`src/rtl/whm_pkg.sv`:
```
// Package with types, constants and helpers of the weighted momentum histogram.
package whm_pkg;
    localparam int MAX_FIRST_BINS  = 64;
    localparam int MAX_SECOND_BINS = 64;
    localparam int ACC_WIDTH       = 48;
    localparam int STORE_DEPTH     = MAX_FIRST_BINS * MAX_SECOND_BINS;
    localparam int IDX_W           = 12;
    localparam int DIV_STEPS       = 7;

    localparam logic [1:0] MODE_ACC  = 2'd0;
    localparam logic [1:0] MODE_READ = 2'd1;
    localparam logic [1:0] MODE_CLR  = 2'd2;

    localparam logic [1:0] ST_COUNTED = 2'd0;
    localparam logic [1:0] ST_ZERO    = 2'd1;
    localparam logic [1:0] ST_RANGE   = 2'd2;
    localparam logic [1:0] ST_READ    = 2'd3;

    localparam logic [2:0] REG_KIND  = 3'd0;
    localparam logic [2:0] REG_SCALE = 3'd1;
    localparam logic [2:0] REG_F_MIN = 3'd2;
    localparam logic [2:0] REG_F_MAX = 3'd3;
    localparam logic [2:0] REG_S_MIN = 3'd4;
    localparam logic [2:0] REG_S_MAX = 3'd5;
    localparam logic [2:0] REG_F_BIN = 3'd6;
    localparam logic [2:0] REG_S_BIN = 3'd7;

    typedef enum logic [1:0] {OP_ACC, OP_READ, OP_CLR, OP_SKIP} t_op;

    typedef struct packed {
        t_op              op;
        logic [1:0]       status;
        logic [IDX_W-1:0] idx;
        logic [31:0]      weight;
    } t_cmd;

    typedef struct packed {
        logic [3:0]  kind;
        logic [31:0] scale;
        logic [31:0] first_min;
        logic [31:0] first_max;
        logic [31:0] second_min;
        logic [31:0] second_max;
        logic [6:0]  first_bins;
        logic [6:0]  second_bins;
    } t_cfg;

    typedef struct packed {
        logic full;
        logic empty;
    } t_q_flags;

    typedef struct packed {
        logic init_done;
    } t_back_stat;

    typedef struct packed {
        logic [1:0] c1;
        logic [1:0] c2;
        logic       two;
    } t_pick;

    typedef enum logic [2:0] {F_IDLE, F_MUL, F_CHK, F_DIV, F_IDX, F_PUSH} t_fstate;
    typedef enum logic [1:0] {B_CLEAR, B_IDLE, B_READ, B_UPD} t_bstate;

    function automatic t_pick pick_components(input logic [3:0] kind);
        t_pick p;
        case (kind)
            4'd1:    p = '{c1: 2'd1, c2: 2'd0, two: 1'b0};
            4'd2:    p = '{c1: 2'd2, c2: 2'd0, two: 1'b0};
            4'd3:    p = '{c1: 2'd0, c2: 2'd1, two: 1'b1};
            4'd4:    p = '{c1: 2'd1, c2: 2'd0, two: 1'b1};
            4'd5:    p = '{c1: 2'd0, c2: 2'd2, two: 1'b1};
            4'd6:    p = '{c1: 2'd2, c2: 2'd0, two: 1'b1};
            4'd7:    p = '{c1: 2'd1, c2: 2'd2, two: 1'b1};
            4'd8:    p = '{c1: 2'd2, c2: 2'd1, two: 1'b1};
            default: p = '{c1: 2'd0, c2: 2'd0, two: 1'b0};
        endcase
        return p;
    endfunction

    function automatic logic [6:0] clamp_bins(input logic [6:0] n, input logic [6:0] lim);
        return (n > lim) ? lim : n;
    endfunction
endpackage

```
`src/rtl/whm_front.sv`:
```
// Front end: accepts words, scales to momentum, bins each axis and queues a command.
module whm_front import whm_pkg::*; (
    input  logic        i_clk,
    input  logic        i_rst_n,
    input  t_cfg        i_cfg,
    input  t_back_stat  i_back,
    input  logic        i_valid,
    output logic        o_ready,
    input  logic [1:0]  i_mode,
    input  logic [31:0] i_pot_x,
    input  logic [31:0] i_pot_y,
    input  logic [31:0] i_pot_z,
    input  logic [31:0] i_weight,
    input  logic [11:0] i_read_bin,
    input  t_q_flags    i_qflags,
    output logic        o_push,
    output t_cmd        o_cmd
);
    t_fstate            r_state, n_state;
    logic [31:0]        r_pot [3];
    logic               r_axis;
    t_pick              r_sel;
    logic signed [47:0] r_p;
    logic [39:0]        r_num, r_shd;
    logic [6:0]         r_q;
    logic [2:0]         r_cnt;
    logic [5:0]         r_b1, r_b2;
    t_cmd               r_cmd;

    logic               accept;
    logic [1:0]         comp;
    logic signed [63:0] prod;
    logic [6:0]         n1c, n2c, nax;
    logic signed [47:0] lo, hi, diff, span;
    logic               bad, ge, div_done;
    logic [6:0]         qf;
    logic [5:0]         bq;
    logic [12:0]        idx_sum;

    assign n1c    = clamp_bins(i_cfg.first_bins, 7'(MAX_FIRST_BINS));
    assign n2c    = clamp_bins(i_cfg.second_bins, 7'(MAX_SECOND_BINS));
    assign accept = i_valid && o_ready;

    always_comb begin
        comp = r_axis ? r_sel.c2 : r_sel.c1;
        prod = $signed(r_pot[comp]) * $signed(i_cfg.scale);
        lo   = r_axis ? 48'($signed(i_cfg.second_min)) : 48'($signed(i_cfg.first_min));
        hi   = r_axis ? 48'($signed(i_cfg.second_max)) : 48'($signed(i_cfg.first_max));
        nax  = r_axis ? n2c : n1c;
        diff = r_p - lo;
        span = hi - lo;
        bad  = !(hi > lo) || (nax == 7'd0) || (r_p < lo) || (r_p >= hi);
        ge   = (r_num >= r_shd);
        qf   = {r_q[5:0], ge};
        bq   = (qf >= nax) ? 6'(nax - 7'd1) : qf[5:0];
        div_done = (r_cnt == 3'(DIV_STEPS - 1));
        idx_sum  = 13'(r_b2) * 13'(n1c) + 13'(r_b1);
    end

    always_comb begin
        n_state = r_state;
        case (r_state)
            F_IDLE: begin
                if (accept) begin
                    n_state = ((i_mode != MODE_ACC) || (i_weight == 32'd0)) ? F_PUSH : F_MUL;
                end
            end
            F_MUL:  n_state = F_CHK;
            F_CHK:  n_state = bad ? F_PUSH : F_DIV;
            F_DIV: begin
                if (div_done) n_state = (!r_axis && r_sel.two) ? F_MUL : F_IDX;
            end
            F_IDX:  n_state = F_PUSH;
            F_PUSH: begin
                if (!i_qflags.full) n_state = F_IDLE;
            end
            default: n_state = F_IDLE;
        endcase
    end

    always_comb begin
        o_ready = (r_state == F_IDLE) && i_back.init_done;
        o_push  = (r_state == F_PUSH) && !i_qflags.full;
        o_cmd   = r_cmd;
    end

    always_ff @(posedge i_clk) begin
        if (!i_rst_n) r_state <= F_IDLE;
        else          r_state <= n_state;
    end

    always_ff @(posedge i_clk) begin
        case (r_state)
            F_IDLE: begin
                if (accept) begin
                    r_pot[0] <= i_pot_x;
                    r_pot[1] <= i_pot_y;
                    r_pot[2] <= i_pot_z;
                    r_axis   <= 1'b0;
                    r_sel    <= pick_components(i_cfg.kind);
                    r_cmd.weight <= i_weight;
                    if (i_mode == MODE_CLR) begin
                        r_cmd.op     <= OP_CLR;
                        r_cmd.status <= ST_READ;
                        r_cmd.idx    <= i_read_bin;
                    end else if (i_mode != MODE_ACC) begin
                        r_cmd.op     <= OP_READ;
                        r_cmd.status <= ST_READ;
                        r_cmd.idx    <= i_read_bin;
                    end else begin
                        r_cmd.op     <= OP_SKIP;
                        r_cmd.status <= ST_ZERO;
                        r_cmd.idx    <= '0;
                    end
                end
            end
            F_MUL: r_p <= prod[63:16];
            F_CHK: begin
                if (bad) begin
                    r_cmd.op     <= OP_SKIP;
                    r_cmd.status <= ST_RANGE;
                    r_cmd.idx    <= '0;
                end
                r_num <= 40'(diff[32:0]) * 40'(nax);
                r_shd <= {1'b0, span[32:0], 6'b0};
                r_q   <= '0;
                r_cnt <= '0;
            end
            F_DIV: begin
                if (ge) r_num <= r_num - r_shd;
                r_shd <= r_shd >> 1;
                r_q   <= qf;
                r_cnt <= r_cnt + 3'd1;
                if (div_done) begin
                    if (!r_axis) begin
                        r_b1   <= bq;
                        r_b2   <= '0;
                        r_axis <= 1'b1;
                    end else begin
                        r_b2 <= bq;
                    end
                end
            end
            F_IDX: begin
                r_cmd.op     <= OP_ACC;
                r_cmd.status <= ST_COUNTED;
                r_cmd.idx    <= idx_sum[12] ? 12'(STORE_DEPTH - 1) : idx_sum[11:0];
            end
            default: ;
        endcase
    end
endmodule

```
`config.mk`:
```
export PLATFORM = sky130hd
export DESIGN_NAME = whm_front
export DESIGN_NICKNAME = d
export VERILOG_FILES = /design/src/rtl/whm_pkg.sv /design/src/rtl/whm_front.sv
export SDC_FILE = /design/constraint.sdc
export NUM_CORES = 2
export LEC_CHECK = 0
export BUFFER_PORTS_ARGS = -buffer_cell sky130_fd_sc_hd__buf_4
export CAP_MARGIN = 20
export CORE_MARGIN = 3
export CORE_UTILIZATION = 40
export DETAILED_ROUTE_END_ITERATION = 8
export SLEW_MARGIN = 20
export SYNTH_ARGS = -nofsm -noshare
export SYNTH_HDL_FRONTEND = slang
export SYNTH_SLANG_ARGS = --single-unit
export TNS_END_PERCENT = 5
```
`constraint.sdc`:
```
create_clock -name i_clk -period 10.45 [get_ports i_clk]
set_clock_uncertainty 0.2 [all_clocks]
set_input_delay 1.5675 -clock i_clk [delete_from_list [all_inputs] [get_ports i_clk]]
set_output_delay 1.5675 -clock i_clk [all_outputs]
set_load 0.01 [all_outputs]
```
==> results.toml <==
[outcome]
run_status = "finished, final reports clean"

[setup_path]
worst_ep_arrival_time_ns = 10.11
worst_path_max_delay_cell = "sky130_fd_sc_hd__edfxtp_1"
worstPathBufferInverterCount = 7
crit_path_frequent_cell = "sky130_fd_sc_hd__fa_1"
setup.worst_path.start_class = "flip-flop"
worst-setup-path-type = "flip-flop to flip-flop"
worst-path-max-fanout = 27
slowest_delay_ns = 0.65
crit_family = "adder cells"
critPathRequiredTime_ns = 10.61
worst_setup_path_end_kind = "flip-flop"

[route]
dr_total_vias = 47100
drt.antenna.violating_nets = 0
wl_per_cell_um = 20.1
drt-pass1-iter-count = 8
drt-vias-per-instance = 5.21
detail_route.iter0.violations = 2764
drc = 0
postRouteWirelength_mm = 181

[yosys]
synth_seq_cells = 301
yosysSeqAreaShare_pct = 14.2
netlist-cell-type-count = 89
synth_flop_cell = "sky130_fd_sc_hd__edfxtp_1"
dominant_cell_type_by_area_after_synthesis = "sky130_fd_sc_hd__fa_1"
top_area_cell_type_share_of_the_netlist_area_pct = 39.8
synth.net_count = 8726
synth.area.top_cells = "sky130_fd_sc_hd__fa_1 40%, sky130_fd_sc_hd__edfxtp_1 14%, sky130_fd_sc_hd__ha_1 8.9%"
synth_enable_flop_cells = 298
synth_area_per_cell_sq_um = 9.50
netlist_area_sq_um = 63500
yosysWarningCount = 0
netlist_instances = 6686
async_flop_share_pct = 0

[timing]
maxClockFrequency_mhz = 101
drv_slew = 0
grt_setup_unrepaired = "false"
final_critical_path_time_including_i_o_delays_and_setup_ns = 9.95
hold_slack_ns = 0.362
tightestPinTransition_ns = 0.994
relSlewSlack_pct = 32.9
setup_tns_ns = 0
min_period_over_period_pct = 95.2
hold_viol_final = 0
setup_violations = 0

[cts]
clock_latency_ns = 0.61
cts_root_buffer = "sky130_fd_sc_hd__clkbuf_16"
tritoncts = "yes"
clkTransAtPathRegs_ns = 0.07
cts_buffer_depth = 3
post-cts-setup-buffers = 0
cts_buffers = 38
cts_resized = 0
clock_sinks = 301
ctsHoldBuffers = 0
clock_tree.htree_level_count = 2

[die]
floorplan.die.height_um = 404
core_area_sq_um = 157000
initial_utilization_pct = 40.5
die-area_sq_um = 164000
die-width_um = 404
core.rowCount = 145
ios = 376

[place]
place_hpwl_mm = 150
dpl.cell_count = 8958
placed_standard_cell_area_sq_um = 69000
placement.io_buffers = 374
final_gp_congestion = 0.924

[grt]
number_of_global_route_vias_before_repair = 51200
grt_overflow_total = 0
grtUsageTotal_pct = 22.6
grt_start_max_net_pins = 82
grt_first_pass_wirelength_mm = 288
antenna_found_initial = 9

[finish]
seqCellArea_sq_um = 9010
drive_gt1_share_pct = 9.64
multi_input_area_sq_um = 48500
area_added_between_synthesis_and_finish_pct = 10.8
most-common-layout-cells = "1,347 x sky130_fd_sc_hd__inv_1, 1,262 x sky130_fd_sc_hd__fa_1, 790 x sky130_fd_sc_hd__nand2_1, 562 x sky130_fd_sc_hd__and2_1, 504 x sky130_fd_sc_hd__buf_4"
commonest_non_fill_non_tap_cell_in_the_layout = "sky130_fd_sc_hd__inv_1"
layout.nets = 8984
finalNonFillerCells = 9034
final_design_area_no_fill_sq_um = 70400
filler_cell_count = 15100

[flow_run]
maxCapViolCount = 0

[min_path]
hold_crit_class = "flip-flop to flip-flop"
[kinds of logic (layout without fill, tap and decap cells)]
kind of cell / Yosys count / after routing / synth area share (%)
adders and majority gates: 1714 / 1714 / 48.7
xor gates and xnor gates: 192 / 192 / 2.65
DFF: 301 / 301 / 14.2
and+or+nand+nor: 1925 / 1925 / 14.8
muxes: 113 / 113 / 1.81
buffers and inverters: 1643 / 1928 / 9.72
other: 0 / 5 / 0
AOI/OAI and AO/OA: 798 / 798 / 8.15
[through the flow]
stage	util, %	worst slack [ns]
final	44.8	0.501
after detailed placement	44.0	0.461
after global routing	44.8	0.0533
after global placement	44.0	0.509
after floorplan	-	1.02
after CTS	44.8	0.461
[worst register-to-register path: cells and delay by family (launching register included)]
kind,cells,cell delay (ns)
multiplexers,2,0.69
AO/OA/AOI/OAI,9,2.24
flip-flops,1,0.65
adder cells (fa/ha/maj),9,4.44
buffers and inverters,7,1.02
XOR/XNOR,1,0.07
AND/OR/NAND/NOR,3,0.39
[per-layer routing]
metal | vias up | part of all wire (%) | track usage [%] | wire (um)
met5 | - | 0.029 | 0 | 52
met4 | 8 | 4.0 | 8.19 | 7250
met3 | 321 | 6.6 | 3.84 | 12000
met2 | 1474 | 48 | 38.5 | 87000
met1 | 24000 | 41 | 28.9 | 75000
li1 | 21300 | - | - | -
[final timing paths]
path         slack [ns]                 from  depth (start not counted)                  end
max                0.50     r_axis$_DFFE_PP_                         31    r_p[44]$_DFFE_PP_
max reg2reg        0.50     r_axis$_DFFE_PP_                         31    r_p[44]$_DFFE_PP_
min                0.36  r_shd[15]$_DFFE_PP_                          2  r_shd[14]$_DFFE_PP_
min reg2reg        0.36  r_shd[15]$_DFFE_PP_                          2  r_shd[14]$_DFFE_PP_
[cells in the mapped netlist (5+ instances only)]
cell type / n
sky130_fd_sc_hd__mux2_2: 7
sky130_fd_sc_hd__o22ai_1: 10
sky130_fd_sc_hd__a21boi_0: 7
sky130_fd_sc_hd__o211ai_1: 22
sky130_fd_sc_hd__nand3_1: 56
sky130_fd_sc_hd__a41oi_1: 5
sky130_fd_sc_hd__or3_1: 23
sky130_fd_sc_hd__fa_1: 1262
sky130_fd_sc_hd__nor3_1: 40
sky130_fd_sc_hd__a21o_1: 131
sky130_fd_sc_hd__nand4_1: 55
sky130_fd_sc_hd__nor2_1: 237
sky130_fd_sc_hd__o21ai_0: 146
sky130_fd_sc_hd__o31ai_1: 18
sky130_fd_sc_hd__and2_1: 562
sky130_fd_sc_hd__and3_1: 24
sky130_fd_sc_hd__o21ai_1: 9
sky130_fd_sc_hd__a21oi_1: 259
sky130_fd_sc_hd__nor3b_1: 6
sky130_fd_sc_hd__o21bai_1: 29
sky130_fd_sc_hd__o21a_1: 26
sky130_fd_sc_hd__a31oi_1: 20
sky130_fd_sc_hd__mux2i_1: 105
sky130_fd_sc_hd__nand2_1: 791
sky130_fd_sc_hd__xnor2_1: 115
sky130_fd_sc_hd__inv_1: 1350
sky130_fd_sc_hd__xor2_1: 77
sky130_fd_sc_hd__ha_1: 452
sky130_fd_sc_hd__a211o_1: 5
sky130_fd_sc_hd__nor4_1: 15
sky130_fd_sc_hd__a211oi_1: 26
sky130_fd_sc_hd__edfxtp_1: 298
sky130_fd_sc_hd__buf_1: 15
sky130_fd_sc_hd__a31o_2: 5
sky130_fd_sc_hd__clkbuf_1: 272
sky130_fd_sc_hd__o311ai_0: 8
sky130_fd_sc_hd__or2_2: 12
sky130_fd_sc_hd__nand2b_1: 51
sky130_fd_sc_hd__a32oi_1: 5
sky130_fd_sc_hd__nor2b_1: 37
[state kept, by name, indices dropped and copies added (netlist names)]
name / cells
r_pot: 96
r_q: 6
r_cnt: 3
r_num: 40
r_shd: 39
r_b1: 6
r_p: 48
o_cmd: 48
r_sel: 5
r_axis: 1
r_b2: 6
r_state: 3
[final cells by class]
type	count	area share (%)
Multi-Input combinational cell	4742	69.0
Sequential cell	301	12.8
Inverter	1352	7.22
Timing Repair Buffer	509	5.52
Tap cell	2058	3.66
Clock buffer	42	1.40
Clock inverter	25	0.425
Antenna cell	5	0.0178
Power is left out: the tool's default activity adds up to more than one toggle a clock period on the data nets, which glitch-free logic cannot reach.
