$ cat src/rtl/whm_pkg.sv
// Package with types, constants and helpers of the weighted momentum histogram.
package whm_pkg;
    localparam int MAX_FIRST_BINS  = 64;
    localparam int MAX_SECOND_BINS = 64;
    localparam int ACC_WIDTH       = 48;
    localparam int STORE_DEPTH     = MAX_FIRST_BINS * MAX_SECOND_BINS;
    localparam int IDX_W           = 12;
    localparam int DIV_STEPS       = 7;

    localparam logic [1:0] MODE_ACC  = 2'd0;
    localparam logic [1:0] MODE_READ = 2'd1;
    localparam logic [1:0] MODE_CLR  = 2'd2;

    localparam logic [1:0] ST_COUNTED = 2'd0;
    localparam logic [1:0] ST_ZERO    = 2'd1;
    localparam logic [1:0] ST_RANGE   = 2'd2;
    localparam logic [1:0] ST_READ    = 2'd3;

    localparam logic [2:0] REG_KIND  = 3'd0;
    localparam logic [2:0] REG_SCALE = 3'd1;
    localparam logic [2:0] REG_F_MIN = 3'd2;
    localparam logic [2:0] REG_F_MAX = 3'd3;
    localparam logic [2:0] REG_S_MIN = 3'd4;
    localparam logic [2:0] REG_S_MAX = 3'd5;
    localparam logic [2:0] REG_F_BIN = 3'd6;
    localparam logic [2:0] REG_S_BIN = 3'd7;

    typedef enum logic [1:0] {OP_ACC, OP_READ, OP_CLR, OP_SKIP} t_op;

    typedef struct packed {
        t_op              op;
        logic [1:0]       status;
        logic [IDX_W-1:0] idx;
        logic [31:0]      weight;
    } t_cmd;

    typedef struct packed {
        logic [3:0]  kind;
        logic [31:0] scale;
        logic [31:0] first_min;
        logic [31:0] first_max;
        logic [31:0] second_min;
        logic [31:0] second_max;
        logic [6:0]  first_bins;
        logic [6:0]  second_bins;
    } t_cfg;

    typedef struct packed {
        logic full;
        logic empty;
    } t_q_flags;

    typedef struct packed {
        logic init_done;
    } t_back_stat;

    typedef struct packed {
        logic [1:0] c1;
        logic [1:0] c2;
        logic       two;
    } t_pick;

    typedef enum logic [2:0] {F_IDLE, F_MUL, F_CHK, F_DIV, F_IDX, F_PUSH} t_fstate;
    typedef enum logic [1:0] {B_CLEAR, B_IDLE, B_READ, B_UPD} t_bstate;

    function automatic t_pick pick_components(input logic [3:0] kind);
        t_pick p;
        case (kind)
            4'd1:    p = '{c1: 2'd1, c2: 2'd0, two: 1'b0};
            4'd2:    p = '{c1: 2'd2, c2: 2'd0, two: 1'b0};
            4'd3:    p = '{c1: 2'd0, c2: 2'd1, two: 1'b1};
            4'd4:    p = '{c1: 2'd1, c2: 2'd0, two: 1'b1};
            4'd5:    p = '{c1: 2'd0, c2: 2'd2, two: 1'b1};
            4'd6:    p = '{c1: 2'd2, c2: 2'd0, two: 1'b1};
            4'd7:    p = '{c1: 2'd1, c2: 2'd2, two: 1'b1};
            4'd8:    p = '{c1: 2'd2, c2: 2'd1, two: 1'b1};
            default: p = '{c1: 2'd0, c2: 2'd0, two: 1'b0};
        endcase
        return p;
    endfunction

    function automatic logic [6:0] clamp_bins(input logic [6:0] n, input logic [6:0] lim);
        return (n > lim) ? lim : n;
    endfunction
endpackage

$ cat src/rtl/whm_queue.sv
// Two-entry command queue between the binning front and the store back end.
module whm_queue import whm_pkg::*; (
    input  logic     i_clk,
    input  logic     i_rst_n,
    input  logic     i_push,
    input  t_cmd     i_cmd,
    input  logic     i_pop,
    output t_cmd     o_cmd,
    output t_q_flags o_flags
);
    t_cmd       r_mem [2];
    logic       r_wp, r_rp;
    logic [1:0] r_cnt;
    logic       n_push, n_pop;

    assign n_push = i_push && (r_cnt != 2'd2);
    assign n_pop  = i_pop && (r_cnt != 2'd0);

    always_ff @(posedge i_clk) begin
        if (!i_rst_n) begin
            r_wp  <= 1'b0;
            r_rp  <= 1'b0;
            r_cnt <= 2'd0;
        end else begin
            if (n_push) r_wp <= ~r_wp;
            if (n_pop)  r_rp <= ~r_rp;
            r_cnt <= r_cnt + 2'(n_push) - 2'(n_pop);
        end
    end

    always_ff @(posedge i_clk) begin
        if (n_push) r_mem[r_wp] <= i_cmd;
    end

    assign o_cmd         = r_mem[r_rp];
    assign o_flags.full  = (r_cnt == 2'd2);
    assign o_flags.empty = (r_cnt == 2'd0);
endmodule

$ cat config.mk
export PLATFORM = sky130hd
export DESIGN_NAME = whm_queue
export DESIGN_NICKNAME = d
export VERILOG_FILES = /design/src/rtl/whm_pkg.sv /design/src/rtl/whm_queue.sv
export SDC_FILE = /design/constraint.sdc
export NUM_CORES = 1
export LEC_CHECK = 0
export ABC_AREA = 0
export BUFFER_PORTS_ARGS = -buffer_cell sky130_fd_sc_hd__buf_2
export CAP_MARGIN = 20
export CORE_AREA = 4 4 148 79
export DETAILED_ROUTE_END_ITERATION = 6
export DIE_AREA = 0 0 152 83
export PLACE_DENSITY = 0.69
export SLEW_MARGIN = 20
export SYNTH_ARGS = -nofsm -noshare
export SYNTH_HDL_FRONTEND = slang
export SYNTH_SLANG_ARGS = --single-unit
$ cat constraint.sdc
create_clock -name i_clk -period 3 [get_ports i_clk]
set_input_delay 0.3 -clock i_clk [delete_from_list [all_inputs] [get_ports i_clk]]
set_output_delay 0.3 -clock i_clk [all_outputs]
set_load 0.01 [all_outputs]
==> results.toml, run 1 <==
[cells_and_area]
fin_area_sq_um = 4770
final_common_cell = "buf_2"
nets = 341
syn2layout_area_growth_pct = 26.3
drive_above_1_share = 0.582
mostFrequentLayoutCells = "buf_2, edfxtp_1, mux2_2"
final_cells = 437
num_antenna_cells = 0

[logic_synthesis]
synth-compound-area-share = 0.00199
syn_avg_cell_area_sq_um = 21.5
ys_types = 18
syn_inst = 176
synthMuxAreaShare = 0.166
ys_ff_latch = 101
seq_area_frac_synth = 0.790
syn_area_sq_um = 3780
netlist.area_leader.share = 0.763
synth-xor-area-share = 0.00464
yosysWarnings = 0
yosys.area_share.simple = 0.0166
syn_nets = 230
synth-adder-area-share = 0.00663
synth_area_leaders = "edfxtp_1, mux2_2, mux2_4, dfxtp_1, buf_6"
synth_top_family_by_area = "multiplexers"
yosysTopAreaCell = "edfxtp_1"

[clock_tree]
hold_buffers = 0
path_clk_slew_ns = 0.06
cts_setup_buffers = 0
numCtsBuffers = 9
worstSkewPairLatency_ns = 0.33
cts_sinks = 101
cts_tree = "done"
clockRootBuffer = "clkbuf_16"
cts_resized = 0
htreeDepth = 3
cts_buffer_depth = 2

[placement]
gp_congestion = 0.722
io_buffers = 101
post-place-cells = 421
dpl.hpwl_um = 4430
dpl-instance-area_sq_um = 4470

[global_routing]
grt_pass1_vias = 2086
gr-total-overflow = 0
grt_max_degree = 49
grt_pass1_wl_um = 10600
track_usage = 0.109
antenna_found_initial = 0

[worst_setup_path]
cp-end-kind = "output port"
path_max_fanout = 27
critPathKind = "flop to output port"
cp_data_arrival_time_ns = 1.70
slowest_delay_ns = 0.41
slowest_stage = "dfxtp_2"
cp_top_family = "buffers and inverters"
path_cells = "buf_4 -> mux2_2 -> buf_2"
crit_buf_inv = 2
critPathLaunchType = "flop"
worstPathRequired_ns = 2.70

[pwr]
p_leak_uw = 0.00183
p_switching_uw = 1130
peakVddDrop_v = 0.000330
share_seq_of_total_power = 0.455
p_per_area_nw_per_um2 = 870
p_int_uw = 3020
sw_frac_of_total = 0.273
combPwrFrac = 0.270
power_frac_clock = 0.274

[floorplanning]
initial_core_util = 0.358
die_area_sq_um = 12600
die_y_um = 83
core_area_sq_um = 10500
die_x_um = 152
rows = 27
io-pin-count = 102

[timing]
rsz0062_at_grt = "no"
setup-tns-final_ns = 0
hold_violations = 0
max_slew_margin = 0.562
hold_ws_ns = 0.153
skew_ns = 0.00320
period_needed_ns = 2.00
fmaxAchievable_mhz = 500
worstMarginPinSlew_ns = 0.657
min_period_over_period = 0.667
finalSetupViolCount = 0
slew_violations = 0

[routing]
wl_met1_um = 3050
dr.pass1.iters = 3
wl_met3_um = 629
drc_errors = 0
wl_per_cell_um = 15.2
top_layer = "met4"
num_vias = 1903
vias_per_cell = 4.35
wl_met2_um = 2870
dr.first_iter.drc_count = 72
ant_nets = 0
drt-total-wl_um = 6630

[run_status]
status = "finished clean"

[flow_run]
cap_violations = 0

[min_path]
min_path_type = "primary input to flop"
[sequential cells by signal (all words and copies together), names as in the netlist, named ones only]
register and cells:
r_cnt 2, r_mem 96, r_rp 1, r_wp 1
[cells by family (layout without fill, tap and decap cells)]
| kind of cell | Yosys count | after routing |
|---|---|---|
| AOI/OAI and AO/OA | 1 | 1 |
| xor gates and xnor gates | 2 | 2 |
| adders and majority gates | 2 | 2 |
| buffers and inverters | 8 | 124 |
| DFF | 101 | 101 |
| muxes | 49 | 49 |
| and+or+nand+nor | 13 | 13 |
[layout make-up]
cell class                 instances  area, sq um
clock buffer                       9          225
clock inverter                     7         73.8
fill                             948         5770
inverter                           3         11.3
multi-input combinational         67          747
sequential                       101         2980
tap                              145          181
timing repair buffer             105          548
[final timing paths]
path | startpoint | end | slack [ns] | cells past startpoint
max | flop | o_cmd[19] | 1.00 | 3
max reg2reg | r_cnt[0] | r_mem[1][40] | 1.29 | 3
min | i_cmd[22] | r_mem[0][22] | 0.15 | 1
min reg2reg | r_wp | r_wp | 0.52 | 2
[power groups by stage]
| stage | clock network [uW] | logic [uW] | registers [uW] |
|---|---|---|---|
| after detailed placement | 0 | 1150 | 1930 |
| final | 1140 | 1120 | 1890 |
| after CTS | 1180 | 1160 | 1900 |
| after floorplan | 0 | 766 | 1900 |
| after global placement | 0 | 1140 | 1910 |
| after global routing | 1250 | 1230 | 1910 |
[per-stage QoR]
stage | util | total power (uW) | setup slack, ns
finish | 0.453 | 4150 | 1.00
global route | 0.453 | 4390 | 0.888
CTS | 0.453 | 4230 | 0.944
detailed placement | 0.424 | 3080 | 1.25
global placement | 0.424 | 3050 | 1.30
floorplan | - | 2670 | 0.738
[cells in the mapped netlist]
cell      count
nor3_1        1
xnor2_1       1
buf_2         2
dfxtp_1       5
mux2_2       28
nand2b_1      2
ha_1          2
buf_6         3
o21a_1        1
nor2_1        5
and2_1        2
xor2_1        1
mux2i_1       1
edfxtp_1     96
nand2_1       2
and3_1        1
inv_1         3
mux2_4       20
[per-layer routing]
layer,global-route usage,vias up
met5,0,-
met4,0.0318,0
met1,0.131,915
met2,0.166,77
li1,-,902
met3,0.0640,9
Power figures use the tool's default switching activity.
==> run 2, diff against run 1 <==
ABC_AREA = 1   (was 0)
CORE_AREA = 4 4 149 79   (was 4 4 148 79)
DIE_AREA = 0 0 153 83   (was 0 0 152 83)
clock period = 1.77 ns   (was 3 ns; I/O delays follow)
==> run 2 against run 1 <==
Against the previous run: via count increased by 3.0%; cell count increased by 2.7%; die area is 0.66% higher; sequential power is 66% higher; non-clock buffer count grew 1; setup slack worse by 0.86 ns; combinational power is 59% higher.
==> results.toml, run 2 <==
[worst_setup_path]
path_max_fanout = 30
reg2regPathDepth = 10
cp_data_arrival_time_ns = 1.45
path_cells = "buf_12 -> mux2_2 -> buf_2"
slowest_stage = "mux2_2"
slowest_delay_ns = 0.37
cp-end-kind = "output port"
timing.rr.end = "r_cnt[1]"
crit_buf_inv = 2
worstPathRequired_ns = 1.59
critPathLaunchType = "flop"
critPathKind = "flop to output port"
reg2reg_slack_ns = 0.18
cp_top_family = "multiplexers"
reg2reg_from = "r_cnt[0]"

[routing]
drt-total-wl_um = 6670
dr.first_iter.drc_count = 98
dr.pass1.iters = 4
wl_per_cell_um = 14.8
num_vias = 1960
vias_per_cell = 4.37
drc_errors = 0
ant_nets = 0

[flow_run]
cap_violations = 0

[placement]
dpl.hpwl_um = 4530
io_buffers = 101
gp_congestion = 0.733
post-place-cells = 433

[timing]
min_period_over_period = 0.921
setup-tns-final_ns = 0
rsz0062_at_grt = "no"
period_needed_ns = 1.63
max_slew_margin = 0.812
hold_ws_ns = 0.0263
slew_violations = 0
worstMarginPinSlew_ns = 0.282
finalSetupViolCount = 0
hold_violations = 0
skew_ns = 0.00635
fmaxAchievable_mhz = 613

[clock_tree]
cts_sinks = 101
cts_tree = "done"
worstSkewPairLatency_ns = 0.33
cts_setup_buffers = 0
numCtsBuffers = 9
htreeDepth = 3
cts_buffer_depth = 2
path_clk_slew_ns = 0.07
clockRootBuffer = "clkbuf_16"

[logic_synthesis]
netlist.area_leader.share = 0.761
synth.most_common_cell = "edfxtp_1"
yosysTopAreaCell = "edfxtp_1"
syn_nets = 241
synth_edf_count = 96
ys_ff_latch = 101
syn_area_sq_um = 3790
syn_inst = 187
seq_area_frac_synth = 0.787
ys_types = 12
synth_area_leaders = "edfxtp_1, mux2_2, mux2_4, dfxtp_1, inv_1"
synthFlopType = "edfxtp_1"
synth_async_sr_flop_share = 0
syn_avg_cell_area_sq_um = 20.3
yosysWarnings = 0
synthTopCellsByCount = "edfxtp_1, mux2_2, mux2_4"

[floorplanning]
core_area_sq_um = 10600
rows = 27
die_y_um = 83
initial_core_util = 0.357
die_x_um = 153
die_area_sq_um = 12700
io-pin-count = 102

[cells_and_area]
regArea_sq_um = 2980
largest_register_ffs = 96
mostFrequentLayoutCells = "buf_2, edfxtp_1, mux2_2"
drive_above_1_share = 0.566
largest-register = "r_mem"
postLayoutCoreUtil = 0.454
fillerInstances = 936
reg_top3 = "r_mem: 96 flops, r_cnt: 2 flops"
multi_input_area_sq_um = 739
final_common_cell = "buf_2"
num_antenna_cells = 0
nets = 353
syn2layout_area_growth_pct = 27.0
final_cells = 449

[pwr]
p_leak_uw = 0.00186
peakVddDrop_v = 0.000529
p_per_area_nw_per_um2 = 1390
power.total_uw = 6690

[global_routing]
track_usage = 0.112
gr-total-overflow = 0
antenna_found_initial = 0
grt_max_degree = 49
grt_pass1_wl_um = 10900
grt_pass1_vias = 2116

[min_path]
min_path_type = "primary input to flop"
hold_start = "i_cmd[25]"
hold_depth = 1
min_to = "r_mem[0][25]"

[run_status]
status = "finished clean"
## run 2: how the worst max path moves through the flow
stage             start     endpoint  slack (ns)  cells after the start
2_1_floorplan  r_cnt[0]  r_mem[0][0]        0.06                      4
6_report           flop     o_cmd[7]        0.14                      3
3_5_place_dp   r_cnt[0]     r_cnt[1]        0.17                     10
4_1_cts            flop    o_cmd[23]        0.04                      3
5_1_grt        r_cnt[0]     r_cnt[1]        0.03                     10
3_3_place_gp   r_cnt[0]     r_cnt[1]        0.25                     10
## run 2: layout make-up
class | count | share of cell area
clock inverters | 7 | 0.00988
inverters | 9 | 0.00780
well taps | 145 | 0.0377
flip-flops and latches | 101 | 0.620
repair buffers | 106 | 0.124
clock buffers | 9 | 0.0468
multi-input cells | 72 | 0.154
## run 2: timing repair
action	CTS	global route
resized for setup	0	2
setup endpoints to repair	0	3
hold buffers	0	0
endpoints found under the hold margin	0	0
## run 2: kinds of logic (layout without fill, tap and decap cells)
group | after synthesis | in the layout | synth area share
compound gates | 2 | 2 | 0.00264
fa+ha+maj | 2 | 2 | 0.00660
buf+inv | 14 | 131 | 0.0205
flops | 101 | 101 | 0.787
mux | 48 | 48 | 0.162
simple gates | 20 | 20 | 0.0208
## run 2: report_power, final
group	switching, uW	internal (uW)	total, uW	leakage, uW
registers	97.6	3030	3130	0.000938
clock network	824	960	1780	0.000136
logic	924	851	1780	0.000786
## run 2: stage by stage
step	cell area, sq um	setup slack (ns)
finish	4810	0.139
floorplan	3800	0.0559
global route	4810	0.0310
detailed placement	4530	0.165
global placement	4530	0.254
CTS	4810	0.0449
## run 2: per-layer routing
| metal | up-vias | track usage | part of all wire |
|---|---|---|---|
| met5 | - | 0 | 0 |
| li1 | 932 | - | - |
| met1 | 940 | 0.147 | 0.47 |
| met4 | 0 | 0.0315 | 0.0072 |
| met3 | 6 | 0.0583 | 0.098 |
| met2 | 82 | 0.162 | 0.42 |
==> run 3, diff against run 2 <==
GPL_TIMING_DRIVEN = 0   (was not set)
==> run 3 against run 2 <==
Against the previous run: critical path depth increased by 1; cell count grew 2.0%; worst hold slack got worse by 0.0041 ns; first-iteration DRC count decreased by 40%; fmax down 0.66%; largest power group unchanged.
==> results.toml, run 3 (same netlist as run 2, synthesis figures left out) <==
[routing]
drc_errors = 0
ant_nets = 0
dr.first_iter.drc_count = 59
drt-total-wl_um = 7080
vias_per_cell = 4.34
dr.pass1.iters = 4
wl_per_cell_um = 15.5
num_vias = 1989

[cells_and_area]
largest-register = "r_mem"
multi_input_area_sq_um = 752
reg_top3 = "r_mem: 96 flops, r_cnt: 2 flops"
mostFrequentLayoutCells = "buf_2, edfxtp_1, mux2_2"
syn2layout_area_growth_pct = 30.9
drive_above_1_share = 0.578
nets = 362
fillerInstances = 935
num_antenna_cells = 0
final_cells = 458
regArea_sq_um = 2980
final_common_cell = "buf_2"
largest_register_ffs = 96

[floorplanning]
die_y_um = 83
io-pin-count = 102
rows = 27
die_x_um = 153
initial_core_util = 0.357
core_area_sq_um = 10600
die_area_sq_um = 12700

[min_path]
min_to = "r_mem[0][27]"
hold_depth = 1
hold_start = "i_cmd[27]"
min_path_type = "primary input to flop"

[pwr]
combPwrFrac = 0.271
sw_frac_of_total = 0.271
p_int_uw = 5100
power.total_uw = 7000
p_switching_uw = 1890
p_per_area_nw_per_um2 = 1410
power_frac_clock = 0.281
peakVddDrop_v = 0.000510
p_leak_uw = 0.00192
share_seq_of_total_power = 0.448

[worst_setup_path]
reg2reg_slack_ns = 0.18
reg2regPathDepth = 4
reg2reg_from = "r_cnt[0]"
cp_data_arrival_time_ns = 1.46
path_max_fanout = 10
cp-end-kind = "output port"
timing.rr.end = "r_mem[1][13]"
critPathKind = "flop to output port"
worstPathRequired_ns = 1.59
critPathLaunchType = "flop"

[global_routing]
gr-total-overflow = 0
grt_pass1_vias = 2106
antenna_found_initial = 0
track_usage = 0.117
grt_max_degree = 25
grt_pass1_wl_um = 11200

[placement]
dpl.hpwl_um = 4770
gp_congestion = 0.700
post-place-cells = 435
io_buffers = 101
pre_cts_ws_ns = -0.422

[clock_tree]
cts_sinks = 101
cts_buffer_depth = 2
numCtsBuffers = 9
worstSkewPairLatency_ns = 0.34
htreeDepth = 3
cts_tree = "done"
path_clk_slew_ns = 0.07
clockRootBuffer = "clkbuf_16"

[timing]
fin_ws_ns = 0.129
fmaxAchievable_mhz = 609
rsz0062_at_grt = "no"
hold_violations = 0
finalSetupViolCount = 0
setup-tns-final_ns = 0
max_slew_margin = 0.586
skew_ns = 0.00483
slew_violations = 0
worstMarginPinSlew_ns = 0.620
period_needed_ns = 1.64
min_period_over_period = 0.927

[run_status]
status = "finished clean"

[flow_run]
cap_violations = 0
run 3: metrics by stage:
step                 util  instance area (sq um)  hold WS [ns]
finish              0.468                   4960        0.0221
global route        0.468                   4960      0.000109
floorplan               -                   3800         0.270
detailed placement  0.428                   4540         0.368
global placement    0.423                   4490         0.364
CTS                 0.459                   4870       0.00248
run 3: power by group through the flow:
stage / logic, uW / registers (uW) / clock network, uW
2_1_floorplan: 1140 / 3160 / 0
3_3_place_gp: 1720 / 3170 / 0
3_5_place_dp: 1820 / 3190 / 0
4_1_cts: 1860 / 3130 / 2050
5_1_grt: 2070 / 3160 / 2170
6_report: 1900 / 3130 / 1970
run 3: worst max-delay path, stage by stage, from the launching register on:
cell	delay, ns
dfxtp_2	0.35
buf_6	0.14
buf_8	0.17
mux2_4	0.32
buf_2	0.14
run 3: how the worst max path moves through the flow:
| stage | to | slack, ns | cells after the start | start |
|---|---|---|---|---|
| after detailed placement | r_mem[1][18] | -0.42 | 4 | r_cnt[0] |
| after floorplan | r_mem[0][0] | 0.06 | 4 | r_cnt[0] |
| after CTS | o_cmd[30] | 0.008 | 4 | flop |
| final | o_cmd[29] | 0.13 | 4 | flop |
| after global placement | r_mem[0][18] | -0.41 | 4 | r_cnt[0] |
| after global routing | r_mem[1][13] | 0.02 | 4 | r_cnt[0] |
run 3: repair_timing:
action                                 4_1_cts  5_1_grt
cloned                                       1        0
hold buffers                                 0        3
setup endpoints to repair                   51      125
gates resized for setup                      4        5
buffers inserted                             0        3
endpoints found under the hold margin        0        6
run 3: layout make-up:
cell class	instances	share of cell area
Buffer	5	0.0113
Timing Repair Buffer	109	0.129
Sequential cell	101	0.601
Inverter	9	0.00756
Clock inverter	7	0.0161
Multi-Input combinational cell	72	0.152
Timing Repair inverter	1	0.00151
Clock buffer	9	0.0454
Tap cell	145	0.0366
run 3: per-layer routing:
layer / GRT usage / routed length, um
met1: 0.145 / 3210
met5: 0 / 0
met2: 0.176 / 3160
met4: 0.0364 / 59
met3: 0.0640 / 662
